<file path="src/rtl/gad_pkg.sv">
// shared constants, types and the arctangent table for the gradient angle difference block
package gad_pkg;

  // sample and angle formats
  localparam int PIXEL_BITS    = 16;
  localparam int FRACTION_BITS = 15;
  localparam int PORT_W        = 16;
  localparam int OUT_W         = 16;
  localparam int SAMPLE_W      = (PIXEL_BITS < PORT_W) ? PIXEL_BITS : PORT_W;
  localparam int DIFF_W        = SAMPLE_W + 1;

  // cordic datapath
  localparam int PRESCALE      = 28;
  localparam int TABLE_LEN     = 28;
  localparam int STEP_COUNT    = FRACTION_BITS + 3;
  localparam int CORDIC_STEPS  = (STEP_COUNT < TABLE_LEN) ? STEP_COUNT : TABLE_LEN;
  localparam int CORDIC_W      = DIFF_W + PRESCALE + 3;
  localparam int ANGLE_W       = 32;
  localparam int TURN_W        = FRACTION_BITS + 1;
  localparam int CORDIC_LAT    = CORDIC_STEPS + 1;

  // atan(2^-i) in half-turns, 31 fraction bits
  localparam logic [ANGLE_W-1:0] ATAN_TABLE [TABLE_LEN] = '{
    32'd536870912, 32'd316933406, 32'd167458907, 32'd85004756, 32'd42667331,
    32'd21354465,  32'd10679838,  32'd5340247,   32'd2670163,  32'd1335087,
    32'd667544,    32'd333772,    32'd166886,    32'd83443,    32'd41722,
    32'd20861,     32'd10430,     32'd5215,      32'd2608,     32'd1304,
    32'd652,       32'd326,       32'd163,       32'd81,       32'd41,
    32'd20,        32'd10,        32'd5
  };

  // per-pixel flags that ride alongside the cordic pipelines
  typedef struct packed {
    logic border;
    logic flat;
  } gad_side_t;

endpackage

</file>
<file path="src/rtl/gad_front.sv">
// input stage: central differences and zero-gradient detection for both images
module gad_front import gad_pkg::*; (
  input  logic                     clk,
  input  logic                     rst,
  input  logic                     en,
  input  logic                     in_valid,
  input  logic                     on_border,
  input  logic [PORT_W-1:0]        first_left,
  input  logic [PORT_W-1:0]        first_right,
  input  logic [PORT_W-1:0]        first_up,
  input  logic [PORT_W-1:0]        first_down,
  input  logic [PORT_W-1:0]        second_left,
  input  logic [PORT_W-1:0]        second_right,
  input  logic [PORT_W-1:0]        second_up,
  input  logic [PORT_W-1:0]        second_down,
  output logic                     valid,
  output gad_side_t                side,
  output logic signed [DIFF_W-1:0] dx0,
  output logic signed [DIFF_W-1:0] dy0,
  output logic signed [DIFF_W-1:0] dx1,
  output logic signed [DIFF_W-1:0] dy1
);

  logic signed [DIFF_W-1:0] dx0_next, dy0_next, dx1_next, dy1_next;

  assign dx0_next = $signed({1'b0, first_right[SAMPLE_W-1:0]})
                  - $signed({1'b0, first_left[SAMPLE_W-1:0]});
  assign dy0_next = $signed({1'b0, first_down[SAMPLE_W-1:0]})
                  - $signed({1'b0, first_up[SAMPLE_W-1:0]});
  assign dx1_next = $signed({1'b0, second_right[SAMPLE_W-1:0]})
                  - $signed({1'b0, second_left[SAMPLE_W-1:0]});
  assign dy1_next = $signed({1'b0, second_down[SAMPLE_W-1:0]})
                  - $signed({1'b0, second_up[SAMPLE_W-1:0]});

  always_ff @(posedge clk) begin
    if (rst) begin
      valid <= 1'b0;
    end else if (en) begin
      valid <= in_valid;
    end
  end

  always_ff @(posedge clk) begin
    if (en) begin
      side.border <= on_border;
      side.flat   <= ((dx0_next == '0) && (dy0_next == '0))
                  || ((dx1_next == '0) && (dy1_next == '0));
      dx0 <= dx0_next;
      dy0 <= dy0_next;
      dx1 <= dx1_next;
      dy1 <= dy1_next;
    end
  end

endmodule

</file>
<file path="config.mk">
export PLATFORM = sky130hd
export DESIGN_NAME = gad_front
export DESIGN_NICKNAME = d
export VERILOG_FILES = /design/src/rtl/gad_pkg.sv /design/src/rtl/gad_front.sv
export SDC_FILE = /design/constraint.sdc
export NUM_CORES = 1
export LEC_CHECK = 0
export ABC_CLOCK_PERIOD_IN_PS = 3300
export BUFFER_PORTS_ARGS = -buffer_cell sky130_fd_sc_hd__buf_2
export CORE_MARGIN = 2
export CORE_UTILIZATION = 51
export DETAILED_ROUTE_END_ITERATION = 10
export PLACE_DENSITY = 0.93
export RECOVER_POWER = 50
export SLEW_MARGIN = 5
export SYNTH_ARGS = -nofsm -noshare
export SYNTH_HDL_FRONTEND = slang
export SYNTH_SLANG_ARGS = --single-unit
</file>
<file path="constraint.sdc">
create_clock -name clk -period 3.3 [get_ports clk]
set_input_delay 0.165 -clock clk [delete_from_list [all_inputs] [get_ports clk]]
set_output_delay 0.165 -clock clk [all_outputs]
set_load 0.01 [all_outputs]
</file>
==> flow_summary.ini, run 1 <==
[sta]
hold_slack_ps = 72.3
relSlewSlack_pct = -18.8
fin_crit_sh_pct = 95.7
fin_worst_skew_ps = 0
worst_pin_slew_ps = 1780
fmax_mhz = 317
hold_violations = 0
drv_slew = 72
fin_crit_ps = 3160
setup_viol = 0

[outcome]
failed_checks = capacitance limit, slew limit
outcome = finished with violations

[layout]
multi_input_area_um2 = 2990
design_area_um2 = 6940
nets = 978
final_cells = 918
drive_gt1_share_pct = 28.9
syn_to_final_growth_pct = 27.7
antenna_cells = 0
utilization_pct = 67.2
fillCellCount = 854
seqCellArea_um2 = 2120

[clock_network]
insertion_delay_ps = 350
clk_path_buf_depth = 2
cts_buffers = 9
tritoncts = built
root_buffer = clkbuf_8
cts.clk_slew.worst_paths_ps = 80
cts.sinks = 71
cts_max_level = 3

[setup_path]
cp.arrival_ps = 3320
crit_fanout = 2
criticalPathCategory = in2reg
critical_path_required_ps = 3460
cp-start-kind = input port
end_kind = register

[power_and_ir_drop]
comb_power_share_pct = 34.3
netSwitchingFraction_pct = 32.3
p_sw_w = 0.000947
power.leakage_nw = 3.36
power_frac_seq_pct = 41.4
pwr-share-clk_pct = 24.3
peakVddDrop_uv = 227
intPower_w = 0.00198
powerDensity_nw_per_um2 = 423
total_power_w = 0.00293

[place]
place_hpwl_um = 11300
place_congestion = 0.925
dp.cells = 900
place.port_buffers = 203
postPlaceCellArea_um2 = 6730

[logic_synthesis]
syn-cell-area_um2 = 5430
syn_avg_cell_area_um2 = 9.94
synth_edf_count = 70
async_flop_share_pct = 0
synth_top_flop_cell = edfxtp_1
synth-seq-cells = 71
syn-num-nets = 747
synthCells = 546
synth_cell_type_count = 60
ys_seq_area_share_pct = 39.1
synth_warnings = 0

[route]
drc = 0
drt_iter0_drc = 168
detail-route-antenna-nets = 0
via_count = 4989
viasPerCell = 5.43
drt-pass1-iter-count = 5
wire_per_inst_um = 15.2
drt_wl_total_um = 14000

[floorplan]
coreArea_um2 = 10300
io_pins = 204
die_w_um = 107
start_util_pct = 52.6
row_count = 37
die_area_um2 = 11500
chipHeight_um = 107

[global_route]
grt_pass1_wl_um = 21600
grt_max_degree = 72
grt_overflow = 0
antenna_found_initial = 0
grt_pass1_vias = 4834
grt_usage_pct = 24.1

[hold_path]
hold_path_class = in2reg

[job]
drv_cap = 1
final timing paths:
path                            cells after the start           from      end  slack [ps]
worst max-delay path                               13  first_left[0]  side[0]         140
worst min-delay path                                3       in_valid    valid          70
worst max register to register                      2          valid    valid        2700
worst min register to register                      2          valid    valid         510
cell families (layout without fill, tap and decap cells):
family | Yosys count | after routing | synth area share, %
buf+inv | 90 | 326 | 6.22
fa+ha+maj | 68 | 68 | 16.2
mux | 3 | 3 | 0.553
flops | 71 | 71 | 39.1
simple gates | 128 | 128 | 12.7
xor+xnor | 40 | 40 | 6.45
compound gates | 146 | 146 | 18.7
timing repair:
action                                  4_1_cts  5_1_grt
endpoints found under the setup margin        0        1
hold buffers                                  2        0
resized for setup                             0        3
endpoints found under the hold margin         2        0
setup buffers                                 0        0
sequential cells by signal, summed over array words and instances (netlist names):
register and cells:
dx0 17, dx1 17, dy0 17, dy1 17, side 2, valid 1
synth_stat cells, types with 3 or more instances:
library cell	instances	area (µm²)
o31ai_1	3	22.5
inv_1	90	338
o21bai_1	7	52.6
nor2b_1	6	37.5
fa_1	4	80.1
nor2_1	34	128
a31oi_1	4	25.0
o2111ai_1	3	26.3
and2_1	5	31.3
a21oi_1	29	145
o21a_1	16	120
nor4_1	7	43.8
ha_1	64	801
and3_1	4	25.0
edfxtp_1	70	2100
or4_1	5	37.5
xnor2_1	22	193
o211ai_1	8	60.1
nand3_1	10	50.1
or3_1	4	25.0
a31o_2	4	35.0
o21ai_0	22	110
mux2i_1	3	30.0
xor2_1	18	158
nand4_1	4	25.0
nand2_1	12	45.0
a21o_1	13	97.6
o31a_1	5	43.8
or2_2	5	31.3
nor3_1	13	65.1
a211oi_1	8	60.1
nand2b_1	9	56.3
worst max-delay path, stage by stage:
cell and delay (ps):
clkbuf_1 90, ha_1 220, fa_1 410, nor2b_1 200, o31a_1 170, o221ai_1 170
o311a_1 180, or4bb_1 540, nor4b_2 340, nand4b_1 200, nor4_2 180, nand4bb_1 190
o41ai_2 250
power groups by stage:
stage,Clock (W),Sequential (W),Combinational (W)
floorplan,0,0.00130,0.000543
global placement,0,0.00123,0.000976
detailed placement,0,0.00123,0.00100
CTS,0.000717,0.00121,0.00101
global route,0.000750,0.00122,0.00111
finish,0.000712,0.00121,0.00101
stage by stage:
step                setup slack (ps)  setup TNS [ps]
CTS                              161               0
floorplan                        361               0
detailed placement              -164            -164
finish                           141               0
global route                    -115            -115
global placement               -94.3           -94.3
cell usage in the layout (no fill, tap or decap), types with 3 or more instances in the layout:
cell,n
buf_2,179
inv_1,90
edfxtp_1,70
ha_1,64
nor2_1,34
a21oi_1,29
clkbuf_1,25
o21ai_0,22
xnor2_1,22
xor2_1,18
o21a_1,16
a21o_1,13
nor3_1,13
buf_4,13
nand2_1,12
nand3_1,10
clkbuf_8,10
nand2b_1,9
a211oi_1,8
o211ai_1,8
o21bai_1,7
nor2b_1,6
nor4_1,6
and2_1,5
o31a_1,5
or2_2,5
or4_1,5
a31o_2,4
nand4_1,4
or3_1,4
and3_1,4
a31oi_1,4
fa_1,4
o2111ai_1,3
mux2i_1,3
o31ai_1,3
layer usage:
metal,up-vias,share of wire [%],wire length [µm],global-route usage (%)
met5,-,0,0,0
met4,0,2.0,274,8.35
met3,29,8.0,1120,4.80
met2,208,52,7320,45.7
met1,2282,38,5250,26.6
li1,2470,-,-,-
final cells by class:
type / count / share of cell area [%]
tap: 136 / 2.45
timing repair buffer: 220 / 16.1
inverter: 90 / 4.87
sequential: 71 / 30.6
clock buffer: 11 / 2.04
multi-input combinational: 385 / 43.1
clock inverter: 5 / 0.848
(Power assumes the default switching activity.)
==> run 2, diff against run 1 <==
MAX_ROUTING_LAYER = met4   (was unset)
==> run 2 against run 1 <==
Critical path type unchanged; sequential cell count is the same; non-clock buffer count unchanged; the run still ends with capacitance limit, slew limit left; highest routed layer unchanged; wire length is essentially flat; sequential share of layout area is the same; design area unchanged.
==> flow_summary.ini, run 2 (synthesis results as in run 1) <==
[setup_path]
criticalPathCategory = in2reg
path_cells = clkbuf_1, ha_1, fa_1, nor2b_1, o31a_1, o221ai_1, o311a_1, or4bb_1, nor4b_2, nand4b_1, nor4_2, nand4bb_1, o41ai_2
cpPeakStageDelay_ps = 540
critical-path-top-delay-family = simple AND/OR/NAND/NOR gates
crit_buf_inv = 1
cp.arrival_ps = 3330
cp-start-kind = input port
critical_path_required_ps = 3460
cpMaxStageDelayCell = or4bb_1
end_kind = register
crit_fanout = 2

[sta]
drv_slew = 72
worst_pin_slew_ps = 1800
hold_violations = 0
fin_worst_skew_ps = 0
hold_slack_ps = 71.9
fin_crit_ps = 3170
fin_crit_sh_pct = 95.9
setup_viol = 0
fin_ws_ps = 134
relSlewSlack_pct = -20.0
fmax_mhz = 316
setup_tns_ps = 0

[route]
drt-pass1-iter-count = 5
drt_iter0_drc = 191
detail-route-antenna-nets = 0
drc = 0
drt_wl_total_um = 14000
viasPerCell = 5.44
wire_per_inst_um = 15.2
via_count = 4991

[layout]
final_cells = 918
antenna_cells = 0
final_common_cell = buf_2
drive_gt1_share_pct = 28.9
multi_input_area_um2 = 2990
utilization_pct = 67.2
seqCellArea_um2 = 2120
fillCellCount = 854
nets = 978
syn_to_final_growth_pct = 27.7
layout_common_cells = 179 x buf_2, 90 x inv_1, 70 x edfxtp_1, 64 x ha_1, 34 x nor2_1

[global_route]
grt_pass1_wl_um = 21600
grt_max_degree = 72
grt_overflow = 0
grt_pass1_vias = 4837
antenna_found_initial = 0
grt_usage_pct = 24.8

[outcome]
outcome = finished with violations
failed_checks = capacitance limit, slew limit

[place]
post-place-ws_ps = -164
place.port_buffers = 203
place_congestion = 0.941
place_hpwl_um = 11300
dp.cells = 900

[floorplan]
row_count = 37
chipHeight_um = 107
io_pins = 204
coreArea_um2 = 10300
die_area_um2 = 11500
start_util_pct = 52.6
die_w_um = 107

[job]
drv_cap = 1

[clock_network]
cts_buffers = 9
tritoncts = built
cts.clk_slew.worst_paths_ps = 80
clk_path_buf_depth = 2
root_buffer = clkbuf_8
insertion_delay_ps = 350
cts_max_level = 3
cts.sinks = 71

[power_and_ir_drop]
powerDensity_nw_per_um2 = 422
power.leakage_nw = 3.36
peakVddDrop_uv = 227

[hold_path]
hold_path_class = in2reg
## run 2: cell counts in the layout (fill, tap and decap cells not counted)
No cell type changed its count.
## run 2: cell type report
| cell class | count | area share (%) |
|---|---|---|
| timing repair buffer | 220 | 16.1 |
| multi-input combinational | 385 | 43.1 |
| clock inverter | 5 | 0.848 |
| sequential | 71 | 30.6 |
| inverter | 90 | 4.87 |
| tap | 136 | 2.45 |
| clock buffer | 11 | 2.04 |
## run 2: where the power goes
part           switching (W)  internal, W  leakage [nW]  total, W
combinational       0.000564     0.000442          2.57   0.00101
sequential         0.0000400      0.00117         0.694   0.00121
clock               0.000340     0.000370        0.0955  0.000710
## run 2: worst paths after layout
kind / startpoint / end / slack (ps) / depth (start not counted)
worst max-delay path: first_left[0] / side[0] / 130 / 13
worst min-delay path: in_valid / valid / 70 / 3
worst max register to register: valid / valid / 2700 / 2
worst min register to register: valid / valid / 510 / 2
## run 2: timing repair
action	in CTS	in global routing
setup buffers	0	0
gates resized for setup	0	3
hold buffers	2	0
endpoints found under the setup margin	0	1
hold endpoints to repair	2	0
## run 2: tightest hold or removal path, stage by stage
cell and delay (ps):
buf_2 80, mux2i_1 60, nor2_1 80
## run 2: stage by stage
step	area (µm²)	total power, W
after floorplan	5430	0.00184
after global placement	6730	0.00220
after detailed placement	6730	0.00223
after CTS	6950	0.00294
after global routing	6940	0.00309
final	6940	0.00293
## run 2: routing by layer
metal / part of all wire [%] / GRT usage [%] / vias to the layer above
met4: 1.6 / 7.24 / 0
met2: 53 / 45.9 / 209
met1: 37 / 26.4 / 2288
met3: 8.1 / 5.59 / 24
li1: - / - / 2470
met5: 0 / - / -
==> run 3, diff against run 2 <==
--- a/constraint.sdc
+++ b/constraint.sdc
@@ -3,2 +3,2 @@
 set_output_delay 0.165 -clock clk [all_outputs]
-set_load 0.01 [all_outputs]
+set_load 0.02 [all_outputs]
==> run 3 against run 2 <==
The run still ends with capacitance limit, slew limit left; combinational power rose by 9.9%; design area barely moved; register-to-register slack barely moved; utilization barely moved; first-iteration DRC count did not move; non-clock buffer count did not move; worst setup slack did not move; sequential cell count did not move; die area did not move; sequential share of layout area barely moved; critical endpoint unchanged; largest power group unchanged.
==> flow_summary.ini, run 3 (synthesis results as in run 1) <==
[outcome]
outcome = finished with violations
failed_checks = capacitance limit, slew limit

[setup_path]
cp.arrival_ps = 3330
end_kind = register
r2r_cells = 2
r2r_slack_ps = 2700
crit_fanout = 2
r2r_start = valid
criticalPathCategory = in2reg
critical_path_required_ps = 3460
r2r-end = valid
cp-start-kind = input port

[hold_path]
hold_depth = 3
hold_path_class = in2reg
holdPathEnd = valid
min_from = in_valid

[power_and_ir_drop]
powerDensity_nw_per_um2 = 436
peakVddDrop_uv = 229
power.leakage_nw = 3.36

[route]
drt_wl_total_um = 14000
wire_per_inst_um = 15.2
viasPerCell = 5.44
drc = 0
detail-route-antenna-nets = 0
drt-pass1-iter-count = 5
drt_iter0_drc = 191
via_count = 4991

[layout]
layout_common_cells = 180 x buf_2, 90 x inv_1, 70 x edfxtp_1, 64 x ha_1, 34 x nor2_1
antenna_cells = 0
nets = 978
final_cells = 918
fillCellCount = 853
final_common_cell = buf_2
syn_to_final_growth_pct = 27.8
drive_gt1_share_pct = 29.0
design_area_um2 = 6940
seqCellArea_um2 = 2120
multi_input_area_um2 = 2990

[floorplan]
die_area_um2 = 11500
chipHeight_um = 107
row_count = 37
coreArea_um2 = 10300
die_w_um = 107
io_pins = 204
start_util_pct = 52.6

[global_route]
grt_usage_pct = 24.8
grt_max_degree = 72
grt_pass1_wl_um = 21600
antenna_found_initial = 0
grt_overflow = 0
grt_pass1_vias = 4837

[place]
postPlaceCellArea_um2 = 6730
dp.cells = 900
post-place-ws_ps = -164
place_congestion = 0.941
place.port_buffers = 203
place_hpwl_um = 11300

[sta]
drv_slew = 72
relSlewSlack_pct = -20.0
fin_ws_ps = 134
fmax_mhz = 316
fin_crit_ps = 3170
setup_viol = 0
hold_violations = 0
fin_worst_skew_ps = 0
fin_crit_sh_pct = 95.9
worst_pin_slew_ps = 1800

[clock_network]
insertion_delay_ps = 350
cts_max_level = 3
cts.clk_slew.worst_paths_ps = 80
cts_setup_buffers = 0
tritoncts = built
cts.sinks = 71
cts_buffers = 9
root_buffer = clkbuf_8
clk_path_buf_depth = 2

[job]
drv_cap = 1
[run 3: changes by cell type in the layout (fill, tap and decap cells not counted), sizes merged]
cell	change
buf	+1
clkbuf	-1
[run 3: stage by stage]
stage / total power (W) / utilization (%) / hold slack [ps] / setup TNS, ps
global placement: 0.00230 / 65.2 / 327 / -94.3
global route: 0.00319 / 67.2 / 87.6 / -109
floorplan: 0.00194 / - / 237 / 0
detailed placement: 0.00233 / 65.2 / 331 / -164
CTS: 0.00304 / 67.3 / 57.1 / 0
finish: 0.00303 / 67.2 / 71.9 / 0
[run 3: how the worst max path moves through the flow]
stage | start | end | slack (ps) | depth (start not counted)
after global routing | first_left[0] | side[0] | -110 | 13
final | first_left[0] | side[0] | 130 | 13
after detailed placement | first_left[0] | side[0] | -160 | 13
after floorplan | second_down[0] | side[0] | 360 | 13
after global placement | second_left[0] | side[0] | -90 | 13
after CTS | first_left[0] | side[0] | 160 | 13
[run 3: metal layers]
| metal | routed length [µm] | GRT usage [%] | share of wire [%] |
|---|---|---|---|
| met5 | 0 | - | 0 |
| met4 | 225 | 7.24 | 1.6 |
| met3 | 1130 | 5.59 | 8.1 |
| met2 | 7380 | 45.9 | 53 |
| met1 | 5230 | 26.4 | 37 |
[run 3: report_power, final]
part | switching (W) | internal [W]
Sequential | 0.0000399 | 0.00117
Combinational | 0.000663 | 0.000443
Clock | 0.000340 | 0.000370
Total | 0.00104 | 0.00198
[run 3: critical path, cell delays in order]
cell	delay [ps]
clkbuf_1	90
ha_1	220
fa_1	410
nor2b_1	200
o31a_1	170
o221ai_1	170
o311a_1	180
or4bb_1	540
nor4b_2	350
nand4b_1	200
nor4_2	180
nand4bb_1	190
o41ai_2	250
[run 3: area by class of cell]
type | count | area share (%)
multi-input combinational | 385 | 43.1
sequential | 71 | 30.6
timing repair buffer | 220 | 16.1
inverter | 90 | 4.87
tap | 136 | 2.45
clock buffer | 11 | 2.04
clock inverter | 5 | 0.848
[run 3: timing repair]
item | CTS | global route
hold buffers | 2 | 0
endpoints found under the setup margin | 0 | 1
endpoints found under the hold margin | 2 | 0
gates resized for setup | 0 | 3
