[src/rtl/gad_pkg.sv]
// shared constants, types and the arctangent table for the gradient angle difference block
package gad_pkg;

  // sample and angle formats
  localparam int PIXEL_BITS    = 16;
  localparam int FRACTION_BITS = 15;
  localparam int PORT_W        = 16;
  localparam int OUT_W         = 16;
  localparam int SAMPLE_W      = (PIXEL_BITS < PORT_W) ? PIXEL_BITS : PORT_W;
  localparam int DIFF_W        = SAMPLE_W + 1;

  // cordic datapath
  localparam int PRESCALE      = 28;
  localparam int TABLE_LEN     = 28;
  localparam int STEP_COUNT    = FRACTION_BITS + 3;
  localparam int CORDIC_STEPS  = (STEP_COUNT < TABLE_LEN) ? STEP_COUNT : TABLE_LEN;
  localparam int CORDIC_W      = DIFF_W + PRESCALE + 3;
  localparam int ANGLE_W       = 32;
  localparam int TURN_W        = FRACTION_BITS + 1;
  localparam int CORDIC_LAT    = CORDIC_STEPS + 1;

  // atan(2^-i) in half-turns, 31 fraction bits
  localparam logic [ANGLE_W-1:0] ATAN_TABLE [TABLE_LEN] = '{
    32'd536870912, 32'd316933406, 32'd167458907, 32'd85004756, 32'd42667331,
    32'd21354465,  32'd10679838,  32'd5340247,   32'd2670163,  32'd1335087,
    32'd667544,    32'd333772,    32'd166886,    32'd83443,    32'd41722,
    32'd20861,     32'd10430,     32'd5215,      32'd2608,     32'd1304,
    32'd652,       32'd326,       32'd163,       32'd81,       32'd41,
    32'd20,        32'd10,        32'd5
  };

  // per-pixel flags that ride alongside the cordic pipelines
  typedef struct packed {
    logic border;
    logic flat;
  } gad_side_t;

endpackage

[src/rtl/gad_back.sv]
// output stages: angle rounding, wrapped difference and result register
module gad_back import gad_pkg::*; (
  input  logic               clk,
  input  logic               rst,
  input  logic               en,
  input  logic               valid_in,
  input  gad_side_t          side_in,
  input  logic [ANGLE_W-1:0] angle_a,
  input  logic [ANGLE_W-1:0] angle_b,
  output logic               out_valid,
  output logic               defined,
  output logic [OUT_W-1:0]   angle_difference
);

  localparam logic [ANGLE_W-1:0] HALF = ANGLE_W'(1) << (ANGLE_W - 2 - FRACTION_BITS);
  localparam logic [TURN_W-1:0]  ONE  = TURN_W'(1) << FRACTION_BITS;

  logic [ANGLE_W-1:0] sum_a, sum_b;
  logic [TURN_W-1:0]  diff_next, diff, wrapped;
  logic               valid_d;
  gad_side_t          side_d;

  // round to nearest, ties up, modulo one full turn
  assign sum_a     = angle_a + HALF;
  assign sum_b     = angle_b + HALF;
  assign diff_next = sum_a[ANGLE_W-1 -: TURN_W] - sum_b[ANGLE_W-1 -: TURN_W];

  always_ff @(posedge clk) begin
    if (rst) begin
      valid_d <= 1'b0;
    end else if (en) begin
      valid_d <= valid_in;
    end
  end

  always_ff @(posedge clk) begin
    if (en) begin
      side_d <= side_in;
      diff   <= diff_next;
    end
  end

  // fold into [0, one half-turn]
  assign wrapped = (diff > ONE) ? (~diff + 1'b1) : diff;

  always_ff @(posedge clk) begin
    if (rst) begin
      out_valid <= 1'b0;
    end else if (en) begin
      out_valid <= valid_d;
    end
  end

  always_ff @(posedge clk) begin
    if (en) begin
      defined <= ~side_d.border;
      priority if (side_d.border) begin
        angle_difference <= '0;
      end else if (side_d.flat) begin
        angle_difference <= OUT_W'(ONE);
      end else begin
        angle_difference <= OUT_W'(wrapped);
      end
    end
  end

endmodule

[config.mk]
export PLATFORM = sky130hd
export DESIGN_NAME = gad_back
export DESIGN_NICKNAME = d
export VERILOG_FILES = /design/src/rtl/gad_pkg.sv /design/src/rtl/gad_back.sv
export SDC_FILE = /design/constraint.sdc
export NUM_CORES = 1
export LEC_CHECK = 0
export BUFFER_PORTS_ARGS = -buffer_cell sky130_fd_sc_hd__buf_2
export CORE_MARGIN = 2
export CORE_UTILIZATION = 23
export DETAILED_ROUTE_END_ITERATION = 16
export PLACE_DENSITY = 0.42
export SKIP_LAST_GASP = 1
export SLEW_MARGIN = 10
export SYNTH_ARGS = -nofsm -noshare
export SYNTH_HDL_FRONTEND = slang
export SYNTH_SLANG_ARGS = --single-unit
[constraint.sdc]
create_clock -name clk -period 5.1 [get_ports clk]
set_clock_uncertainty 0.1 [all_clocks]
set_input_delay 0.51 -clock clk [delete_from_list [all_inputs] [get_ports clk]]
set_output_delay 0.51 -clock clk [all_outputs]
set_load 0.01 [all_outputs]
==> impl_metrics.csv, run 1 <==
group,metric,value,unit
run_status,outcome,"complete, no violations",
floorplanning,die_area,12500,sq um
critical_path,critPathArrivalTime,3.31,ns
clocking,clock_insertion_delay_worst_skew,0.27,ns
logic_synthesis,synthesis.yosys.warnings,0,
timing,portion_of_the_clock_cycle_consumed_by_the_worst_path_in_the_final_layout,66.4,%
logic_synthesis,synthesis.nets,360,
global_routing,pin_count_of_the_biggest_net_entering_global_routing,38,
timing,setup_ws,1.71,ns
critical_path,slowest_delay,0.51,ns
placement,gpl.final_weighted_congestion,0.771,
critical_path,worst_path_max_delay_cell,"sky130_fd_sc_hd__a221oi_1",
pwr,p_int,775,uW
pwr,power.sequential.fraction,39.6,%
drt,first_iter_violations,50,
clocking,cts.root.buffer_cell,"sky130_fd_sc_hd__clkbuf_16",
timing,final_period_minus_worst_setup_slack,3.39,ns
clocking,cts.path.max_buffers,2,
pwr,power.density,317,nW/um^2
logic_synthesis,netlist-cell-type-count,36,
min_path,hp-class,"input port to register",
final_layout,postLayoutCellArea,3310,sq um
logic_synthesis,synthesized_netlist_cell_count,271,
pwr,p_leak,0.00135,uW
final_layout,num_antenna_cells,0,
timing,achievable-frequency,0.295,GHz
floorplanning,fp.dieH,112,microns
flow_run,cap_viol_max_count,0,
clocking,tritoncts.num_buffers,5,
global_routing,first_global_vias,1993,
global_routing,grt_use_met1,13.0,%
pwr,switching_share,26.0,%
final_layout,share_of_cells_above_drive_strength_1,20.7,%
pwr,pwr-share-clk,37.2,%
floorplanning,placeableCoreArea,11400,sq um
global_routing,use_met2,13.9,%
floorplanning,dieWidth,112,microns
pwr,combPwrFrac,23.2,%
clocking,clock_sinks,37,
logic_synthesis,synth_seq_area_share,41.0,%
placement,hpwl,4470,microns
global_routing,grt.total_usage,9.13,%
floorplanning,floorplan.io_pins,88,
drt,detail_route.wirelength,5380,microns
critical_path,critical_path.cell_chain,"buf_2 > and3_1 > nand2_1 > nor3_1 > nand2_1 > xor2_1 > ha_1 > a21oi_1 > o21ai_0 > a221oi_1 > o21bai_1 > a21oi_1 > xnor2_1",
global_routing,grt-busiest-layer,"met2",
global_routing,grt_util_met3,2.12,%
drt,wire_per_inst,11.3,microns
clocking,post_cts_hold_buffer_count,0,
clocking,cts.repair_timing.setup_buffer_count,0,
timing,worstMarginPinSlew,0.828,ns
placement,port-buffer-count,57,
final_layout,layout.filler_cells,1196,
placement,setup_slack_after_placement,1.36,ns
final_layout,area_delta_synth_final,24.1,%
drt,drt_pass1_iterations,4,
drt,viasPerCell,4.18,
logic_synthesis,synthesis.area_per_instance,9.83,sq um
critical_path,timing.setup.critical_path_class,"input port to register",
timing,fin_tns_setup,0,ns
final_layout,postLayoutCoreUtil,29.1,%
clocking,clock_transition_at_the_registers_of_the_reported_paths,0.05,ns
pwr,power.switching,272,uW
timing,slew_headroom,44.8,%
final_layout,fin_nets,421,
timing,final_max_slew_viol_count,0,
timing,final-hold-violation-count,0,
drt,drcViolationCount,0,
critical_path,critPathLaunchType,"input port",
clocking,tritoncts,"done",
pwr,vdd.ir_drop.worst,0.145,mV
logic_synthesis,post_synth_instance_area,2660,sq um
global_routing,gr-total-overflow,0,
floorplanning,fp-row-count,39,
critical_path,worstPathRequired,5.02,ns
global_routing,grt_antenna_before_repair,0,
clocking,cts-resized-gates,0,
placement,place_area,3120,sq um
drt,ant_nets,0,
logic_synthesis,postSynthRegisterBits,37,
critical_path,crit_path_max_fanout,5,
global_routing,grt_pass1_wl,9360,microns
drt,route.vias.total,1992,
timing,grt_setup_unrepaired,"false",
clocking,clock_tree.htree_level_count,2,
floorplanning,start_util,23.4,%
timing,report.final.setup_viol,0,
critical_path,critPathCaptureType,"register",
-- sequential cells by signal, indices dropped and copies added (netlist names) --
register	flops
angle_difference	16
defined	1
diff	16
out_valid	1
side_d	2
valid_d	1
-- synthesized netlist by cell type --
cell | instances | area share, %
sky130_fd_sc_hd__o21bai_1 | 1 | 0.28
sky130_fd_sc_hd__a221oi_1 | 1 | 0.33
sky130_fd_sc_hd__dfxtp_1 | 2 | 1.5
sky130_fd_sc_hd__a21boi_0 | 1 | 0.28
sky130_fd_sc_hd__fa_1 | 1 | 0.75
sky130_fd_sc_hd__ha_1 | 18 | 8.5
sky130_fd_sc_hd__o2111ai_1 | 2 | 0.66
sky130_fd_sc_hd__and2_1 | 1 | 0.24
sky130_fd_sc_hd__or4_4 | 1 | 0.42
sky130_fd_sc_hd__or3_4 | 1 | 0.42
sky130_fd_sc_hd__xnor2_1 | 26 | 8.5
sky130_fd_sc_hd__nand2_1 | 22 | 3.1
sky130_fd_sc_hd__inv_1 | 9 | 1.3
sky130_fd_sc_hd__nand3_1 | 16 | 3.0
sky130_fd_sc_hd__xor2_1 | 31 | 10
sky130_fd_sc_hd__a31oi_1 | 1 | 0.24
sky130_fd_sc_hd__nor2b_1 | 3 | 0.70
sky130_fd_sc_hd__nand3b_1 | 2 | 0.56
sky130_fd_sc_hd__and3_1 | 6 | 1.4
sky130_fd_sc_hd__nor3_1 | 8 | 1.5
sky130_fd_sc_hd__o21ai_0 | 10 | 1.9
sky130_fd_sc_hd__o41ai_1 | 1 | 0.33
sky130_fd_sc_hd__o21a_1 | 4 | 1.1
sky130_fd_sc_hd__nand4_1 | 5 | 1.2
sky130_fd_sc_hd__and4_1 | 1 | 0.33
sky130_fd_sc_hd__o31a_1 | 1 | 0.33
sky130_fd_sc_hd__o31ai_1 | 5 | 1.4
sky130_fd_sc_hd__a211oi_1 | 1 | 0.28
sky130_fd_sc_hd__a21o_1 | 3 | 0.85
sky130_fd_sc_hd__or2_2 | 1 | 0.24
sky130_fd_sc_hd__clkbuf_1 | 3 | 0.42
sky130_fd_sc_hd__nor2_1 | 33 | 4.7
sky130_fd_sc_hd__mux2i_1 | 2 | 0.75
sky130_fd_sc_hd__o31a_4 | 1 | 0.66
sky130_fd_sc_hd__a21oi_1 | 12 | 2.3
sky130_fd_sc_hd__edfxtp_1 | 35 | 39
-- through the flow --
step	power, uW	hold slack [ns]	cells
detailed placement	668	0.398	468
global placement	666	0.371	468
finish	1050	0.302	476
CTS	1060	0.296	476
floorplan	587	0.360	271
global route	1120	0.300	476
-- power by group through the flow --
| stage | combinational, uW | clock, uW | sequential [uW] |
|---|---|---|---|
| after global placement | 245 | 0 | 421 |
| final | 243 | 390 | 414 |
| after detailed placement | 247 | 0 | 421 |
| after CTS | 248 | 400 | 415 |
| after floorplan | 166 | 0 | 422 |
| after global routing | 281 | 413 | 421 |
-- per-layer routing --
| metal | part of all wire (%) | up-vias | wire (microns) |
|---|---|---|---|
| met2 | 42 | 53 | 2240 |
| met1 | 52 | 845 | 2810 |
| li1 | - | 1092 | - |
| met3 | 5.7 | 2 | 304 |
| met5 | 0 | - | 0 |
| met4 | 0.61 | 0 | 33 |
-- worst max-delay path, delay by kind of cell --
| family | cells | cell delay (ns) |
|---|---|---|
| compound gates | 5 | 1.22 |
| xor+xnor | 2 | 0.24 |
| buf+inv | 1 | 0.10 |
| fa+ha+maj | 1 | 0.34 |
| simple gates | 4 | 0.90 |
-- cell families (layout without fill, tap and decap cells) --
logic type / Yosys count / after routing / share of synthesized area (%)
compound gates: 44 / 44 / 10.9
mux: 2 / 2 / 0.752
fa+ha+maj: 19 / 19 / 9.21
buf+inv: 12 / 74 / 1.69
xor+xnor: 57 / 57 / 18.7
flops: 37 / 37 / 41.0
simple gates: 100 / 100 / 17.8
-- cell type report --
cell class | count | area (sq um) | area share, %
well taps | 143 | 179 | 5.41
flip-flops and latches | 37 | 1090 | 33.0
multi-input cells | 222 | 1530 | 46.2
clock buffers | 5 | 125 | 3.78
inverters | 9 | 33.8 | 1.02
clock inverters | 3 | 65.1 | 1.97
repair buffers | 57 | 285 | 8.63
-- placed cells by master, fill, tap and decap left out, drive strengths merged, types with 2 or more instances in the layout --
| cell | instances |
|---|---|
| nor2 | 33 |
| clkbuf | 5 |
| o31ai | 5 |
| o2111ai | 2 |
| nor2b | 3 |
| xnor2 | 26 |
| a21oi | 12 |
| buf | 57 |
| nand3 | 16 |
| ha | 18 |
| nor3 | 8 |
| dfxtp | 2 |
| o21ai | 10 |
| nand4 | 5 |
| a21o | 3 |
| nand3b | 2 |
| inv | 9 |
| o31a | 2 |
| o21a | 4 |
| edfxtp | 35 |
| xor2 | 31 |
| nand2 | 22 |
| mux2i | 2 |
| bufinv | 2 |
| and3 | 6 |
-- worst paths after layout --
kind               startpoint  slack [ns]  cells past startpoint                  end
setup / recovery  angle_b[17]        1.71                     13             diff[12]
setup reg to reg      diff[2]        2.75                      6  angle_difference[3]
hold reg to reg       valid_d        0.40                      2              valid_d
hold / removal            rst        0.30                      2              valid_d
Note: power is estimated with default switching activity, not from simulation.
==> inputs of run 2 (changes only) <==
==> constraint.sdc (replaced) <==
create_clock -name clk -period 3.35 [get_ports clk]
set_clock_uncertainty 0.1 [all_clocks]
set_input_delay 0.335 -clock clk [delete_from_list [all_inputs] [get_ports clk]]
set_output_delay 0.335 -clock clk [all_outputs]
set_load 0.01 [all_outputs]
==> run 2 against run 1 <==
- core utilization increased by 0.40 points
- sequential power grew 52%
- routed wire length up 0.65%
- via count up 2.9%
- power up 53%
- global-route usage is essentially flat
- die area unchanged
- final area increased by 1.4%
- register-to-register slack worse by 1.8 ns
- combinational power up 55%
- critical endpoint unchanged
==> impl_metrics.csv, run 2 (same netlist as run 1, synthesis figures left out) <==
group,metric,value,unit
run_status,outcome,"complete, no violations",
flow_run,cap_viol_max_count,0,
drt,detail_route.wirelength,5410,microns
global_routing,first_global_vias,2112,
clocking,cts.root.buffer_cell,"sky130_fd_sc_hd__clkbuf_16",
timing,fin_tns_setup,0,ns
critical_path,timing.setup.critical_path_class,"input port to register",
clocking,cts.repair_timing.setup_buffer_count,0,
global_routing,grt_pass1_wl,9490,microns
pwr,vdd.ir_drop.worst,0.328,mV
clocking,post_cts_hold_buffer_count,0,
timing,holdWs,0.128,ns
global_routing,gr-total-overflow,0,
pwr,p_leak,0.00138,uW
global_routing,grt_util_met3,1.52,%
clocking,tritoncts.num_buffers,5,
drt,drt_pass1_iterations,4,
clocking,clock_insertion_delay_worst_skew,0.27,ns
final_layout,layout.cells.most_common_list,"57 x sky130_fd_sc_hd__buf_2, 35 x sky130_fd_sc_hd__edfxtp_1, 33 x sky130_fd_sc_hd__nor2_1",
drt,viasPerCell,4.25,
global_routing,grt_use_met1,12.1,%
timing,final_period_minus_worst_setup_slack,2.93,ns
global_routing,pin_count_of_the_biggest_net_entering_global_routing,38,
timing,portion_of_the_clock_cycle_consumed_by_the_worst_path_in_the_final_layout,87.4,%
global_routing,grt_antenna_before_repair,0,
final_layout,share_of_cells_above_drive_strength_1,22.1,%
floorplanning,fp-row-count,39,
global_routing,use_met2,15.0,%
floorplanning,die_area,12500,sq um
drt,drcViolationCount,0,
global_routing,grt.total_usage,9.10,%
floorplanning,fp.dieH,112,microns
critical_path,critPathCaptureType,"register",
placement,placed_instances,474,
timing,grt_setup_unrepaired,"false",
drt,first_iter_violations,18,
final_layout,area_delta_synth_final,25.8,%
floorplanning,placeableCoreArea,11400,sq um
timing,slew_headroom,44.1,%
global_routing,grt-busiest-layer,"met2",
placement,hpwl,4510,microns
critical_path,critPathArrivalTime,2.84,ns
timing,report.final.setup_viol,0,
final_layout,num_antenna_cells,0,
drt,route.vias.total,2050,
final_layout,fin_nets,427,
drt,wire_per_inst,11.2,microns
placement,gpl.final_weighted_congestion,0.785,
timing,final-hold-violation-count,0,
placement,port-buffer-count,57,
pwr,power.density,477,nW/um^2
min_path,hp-class,"input port to register",
floorplanning,start_util,23.4,%
clocking,cts.path.max_buffers,2,
clocking,clock_sinks,37,
final_layout,final_cell_count_no_fill,482,
clocking,clock_tree.htree_level_count,2,
clocking,cts-resized-gates,0,
critical_path,worstPathRequired,3.27,ns
floorplanning,floorplan.io_pins,88,
placement,setup_slack_after_placement,0.111,ns
timing,final_max_slew_viol_count,0,
critical_path,crit_path_max_fanout,5,
clocking,tritoncts,"done",
clocking,clock_transition_at_the_registers_of_the_reported_paths,0.05,ns
final_layout,top_regs,"angle_difference (16), diff (16), side_d (2)",
floorplanning,dieWidth,112,microns
final_layout,mostFrequentLayoutCell,"sky130_fd_sc_hd__buf_2",
drt,ant_nets,0,
critical_path,critPathLaunchType,"input port",
timing,achievable-frequency,0.342,GHz
timing,setup_ws,0.423,ns
timing,worstMarginPinSlew,0.838,ns
## run 2: cell types whose count changed in the layout (fill, tap and decap cells not counted)
| cell | before | now |
|---|---|---|
| sky130_fd_sc_hd__buf_4 | 0 | 6 |
## run 2: per-stage QoR
stage               total power, uW  area (sq um)  utilization [%]
CTS                            1620          3350             29.5
floorplan                       894          2660                -
finish                         1600          3350             29.5
global placement               1020          3160             27.8
detailed placement             1020          3160             27.8
global route                   1690          3350             29.5
## run 2: power breakdown
part	switching (uW)	internal (uW)
registers	41.9	589
clock network	167	424
logic	206	170
## run 2: area by class of cell
| class | count | area (sq um) |
|---|---|---|
| Sequential cell | 37 | 1090 |
| Multi-Input combinational cell | 222 | 1530 |
| Timing Repair Buffer | 63 | 330 |
| Inverter | 9 | 33.8 |
| Tap cell | 143 | 179 |
| Clock inverter | 3 | 65.1 |
| Fill cell | 1230 | 8020 |
| Clock buffer | 5 | 125 |
## run 2: worst paths after layout
check | start | end | slack [ns] | cells after the start
setup / recovery | angle_b[17] | diff[12] | 0.42 | 14
hold / removal | rst | valid_d | 0.13 | 2
hold reg to reg | valid_d | valid_d | 0.40 | 2
setup reg to reg | diff[2] | angle_difference[3] | 1.00 | 6
## run 2: routing by layer
layer	part of all wire (%)	routed length, microns
met1	51	2760
met2	42	2300
met3	5.4	292
met4	1.1	62
met5	0	0
## run 2: critical path: stages
cell and delay [ns]:
sky130_fd_sc_hd__buf_2 0.11, sky130_fd_sc_hd__and3_1 0.22, sky130_fd_sc_hd__nand2_1 0.09, sky130_fd_sc_hd__nor3_1 0.28, sky130_fd_sc_hd__nand2_1 0.12, sky130_fd_sc_hd__xor2_1 0.15
sky130_fd_sc_hd__ha_1 0.34, sky130_fd_sc_hd__a21oi_1 0.23, sky130_fd_sc_hd__o21ai_0 0.16, sky130_fd_sc_hd__a221oi_1 0.31, sky130_fd_sc_hd__buf_4 0.17, sky130_fd_sc_hd__o21bai_1 0.06
sky130_fd_sc_hd__a21oi_1 0.17, sky130_fd_sc_hd__xnor2_1 0.09
==> inputs of run 3 (changes only) <==
--- a/config.mk
+++ b/config.mk
@@ -10,6 +10,7 @@
 export CORE_UTILIZATION = 23
 export DETAILED_ROUTE_END_ITERATION = 16
 export PLACE_DENSITY = 0.42
+export REMOVE_ABC_BUFFERS = 1
 export SKIP_LAST_GASP = 1
 export SLEW_MARGIN = 10
 export SYNTH_ARGS = -nofsm -noshare
==> run 3 against run 2 <==
- clock power is 30% lower
- largest cell class unchanged
- critical endpoint unchanged
- core utilization down 0.37 points
- non-clock buffer count up 2
- via count grew 2.0%
- cell count rose by 0.21%
- register-to-register slack gained 0.04 ns
- highest routed layer unchanged
- routed wire length up 0.15%
==> impl_metrics.csv, run 3 (same netlist as run 1, synthesis figures left out) <==
group,metric,value,unit
floorplanning,floorplan.io_pins,88,
min_path,hold-path-cell-count,2,
final_layout,fin_nets,429,
clocking,tritoncts,"done",
clocking,cts-resized-gates,0,
final_layout,share_of_cells_above_drive_strength_1,21.8,%
critical_path,worst_path_max_delay_cell,"sky130_fd_sc_hd__ha_1",
global_routing,grt.total_usage,9.14,%
global_routing,first_global_vias,2135,
floorplanning,start_util,23.4,%
final_layout,top_regs,"angle_difference (16), diff (16), side_d (2)",
final_layout,final_cell_count_no_fill,483,
timing,portion_of_the_clock_cycle_consumed_by_the_worst_path_in_the_final_layout,86.5,%
floorplanning,dieWidth,112,microns
drt,drt_pass1_iterations,4,
placement,port-buffer-count,57,
timing,final_period_minus_worst_setup_slack,2.90,ns
global_routing,grt_pass1_wl,9600,microns
global_routing,gr-total-overflow,0,
floorplanning,fp.dieH,112,microns
global_routing,grt_antenna_before_repair,0,
timing,final-hold-violation-count,0,
clocking,post_cts_hold_buffer_count,0,
min_path,hp-class,"input port to register",
drt,ant_nets,0,
drt,first_iter_violations,62,
timing,slew_headroom,47.2,%
placement,placed_instances,476,
min_path,hold_path_startpoint,"rst",
final_layout,mostFrequentLayoutCell,"sky130_fd_sc_hd__buf_2",
critical_path,crit_path_max_fanout,4,
placement,hpwl,4590,microns
critical_path,critical_path.reg2reg.endpoint,"angle_difference[3]",
critical_path,timing.setup.critical_path_class,"input port to register",
flow_run,cap_viol_max_count,0,
clocking,clock_insertion_delay_worst_skew,0.27,ns
clocking,clock_transition_at_the_registers_of_the_reported_paths,0.05,ns
floorplanning,fp-row-count,39,
floorplanning,placeableCoreArea,11400,sq um
run_status,outcome,"complete, no violations",
critical_path,slowest_delay,0.32,ns
clocking,clock_sinks,37,
final_layout,layout.cells.most_common_list,"57 x sky130_fd_sc_hd__buf_2, 35 x sky130_fd_sc_hd__edfxtp_1, 33 x sky130_fd_sc_hd__nor2_1",
clocking,cts.repair_timing.setup_buffer_count,0,
floorplanning,die_area,12500,sq um
min_path,worstHoldEndpoint,"out_valid",
timing,report.final.setup_viol,0,
timing,grt_setup_unrepaired,"false",
critical_path,critical_path.cell_chain,"buf_2 > and3_1 > nand2_1 > nor3_1 > nand2_1 > xor2_1 > ha_1 > a21oi_1 > o21ai_0 > a221oi_1 > buf_4 > o21bai_1 > a21oi_1 > xnor2_1",
timing,final_max_slew_viol_count,0,
clocking,clock_tree.htree_level_count,2,
critical_path,r2r_setup_slack,1.04,ns
placement,gpl.final_weighted_congestion,0.758,
timing,fin_tns_setup,0,ns
critical_path,critPathLaunchType,"input port",
critical_path,critical_path.n_buffers_inverters,2,
clocking,cts.path.max_buffers,2,
pwr,p_leak,0.00136,uW
critical_path,critPathCaptureType,"register",
clocking,tritoncts.num_buffers,5,
global_routing,pin_count_of_the_biggest_net_entering_global_routing,38,
drt,wire_per_inst,11.2,microns
pwr,vdd.ir_drop.worst,0.195,mV
critical_path,startpoint,"angle_b[17]",
timing,worstMarginPinSlew,0.791,ns
clocking,cts.root.buffer_cell,"sky130_fd_sc_hd__clkbuf_16",
final_layout,area_delta_synth_final,24.2,%
critical_path,worstReg2RegStart,"diff[2]",
critical_path,worstPathRequired,3.27,ns
critical_path,critPathArrivalTime,2.81,ns
final_layout,num_antenna_cells,0,
drt,viasPerCell,4.33,
critical_path,r2r.worst_path.cells,6,
critical_path,worst_path_dominant_cell_family,"compound AO/OA/AOI/OAI gates",
drt,drcViolationCount,0,
drt,route.vias.total,2090,
drt,detail_route.wirelength,5420,microns
pwr,power.density,430,nW/um^2
timing,achievable-frequency,0.345,GHz
## run 3: cell types whose count changed in the layout (fill, tap and decap cells not counted)
cell,previous run,this run
sky130_fd_sc_hd__clkbuf_1,0,1
sky130_fd_sc_hd__clkinv_1,0,1
sky130_fd_sc_hd__clkinv_2,1,0
sky130_fd_sc_hd__buf_4,6,8
sky130_fd_sc_hd__bufinv_16,2,0
## run 3: worst max path at each step
| stage | cells past startpoint | to | slack [ns] |
|---|---|---|---|
| 2_1_floorplan | 12 | diff[12] | 0.44 |
| 3_3_place_gp | 14 | diff[12] | 0.12 |
| 3_5_place_dp | 14 | diff[12] | 0.13 |
| 4_1_cts | 14 | diff[12] | 0.41 |
| 5_1_grt | 14 | diff[12] | 0.19 |
| 6_report | 14 | diff[12] | 0.45 |
## run 3: metal layers
metal	vias to the layer above	track usage, %	routed length [microns]	share of wire [%]
li1	1108	-	-	-
met1	925	11.4	2570	47
met2	48	15.6	2510	46
met3	9	2.18	263	4.9
met4	0	2.88	78	1.4
met5	-	0	0	0
## run 3: where the power goes
part	internal [uW]	switching, uW	leakage, uW
registers	590	39.3	0.000371
logic	173	205	0.000921
clock network	268	147	0.0000644
total	1030	392	0.00136
## run 3: area by class of cell
type	instances	area, sq um
fillers	1230	8060
multi-input cells	222	1530
flip-flops and latches	37	1090
repair buffers	65	345
well taps	143	179
clock buffers	6	129
inverters	9	33.8
clock inverters	1	3.75
## run 3: metrics by stage
step	instance area, sq um	hold WS (ns)	setup slack (ns)	total power [uW]	util, %
3_5_place_dp	3180	0.410	0.130	1020	27.9
6_report	3310	0.129	0.452	1420	29.1
2_1_floorplan	2650	0.307	0.440	893	-
5_1_grt	3310	0.138	0.190	1520	29.1
4_1_cts	3310	0.124	0.410	1440	29.1
3_3_place_gp	3180	0.372	0.123	1020	27.9
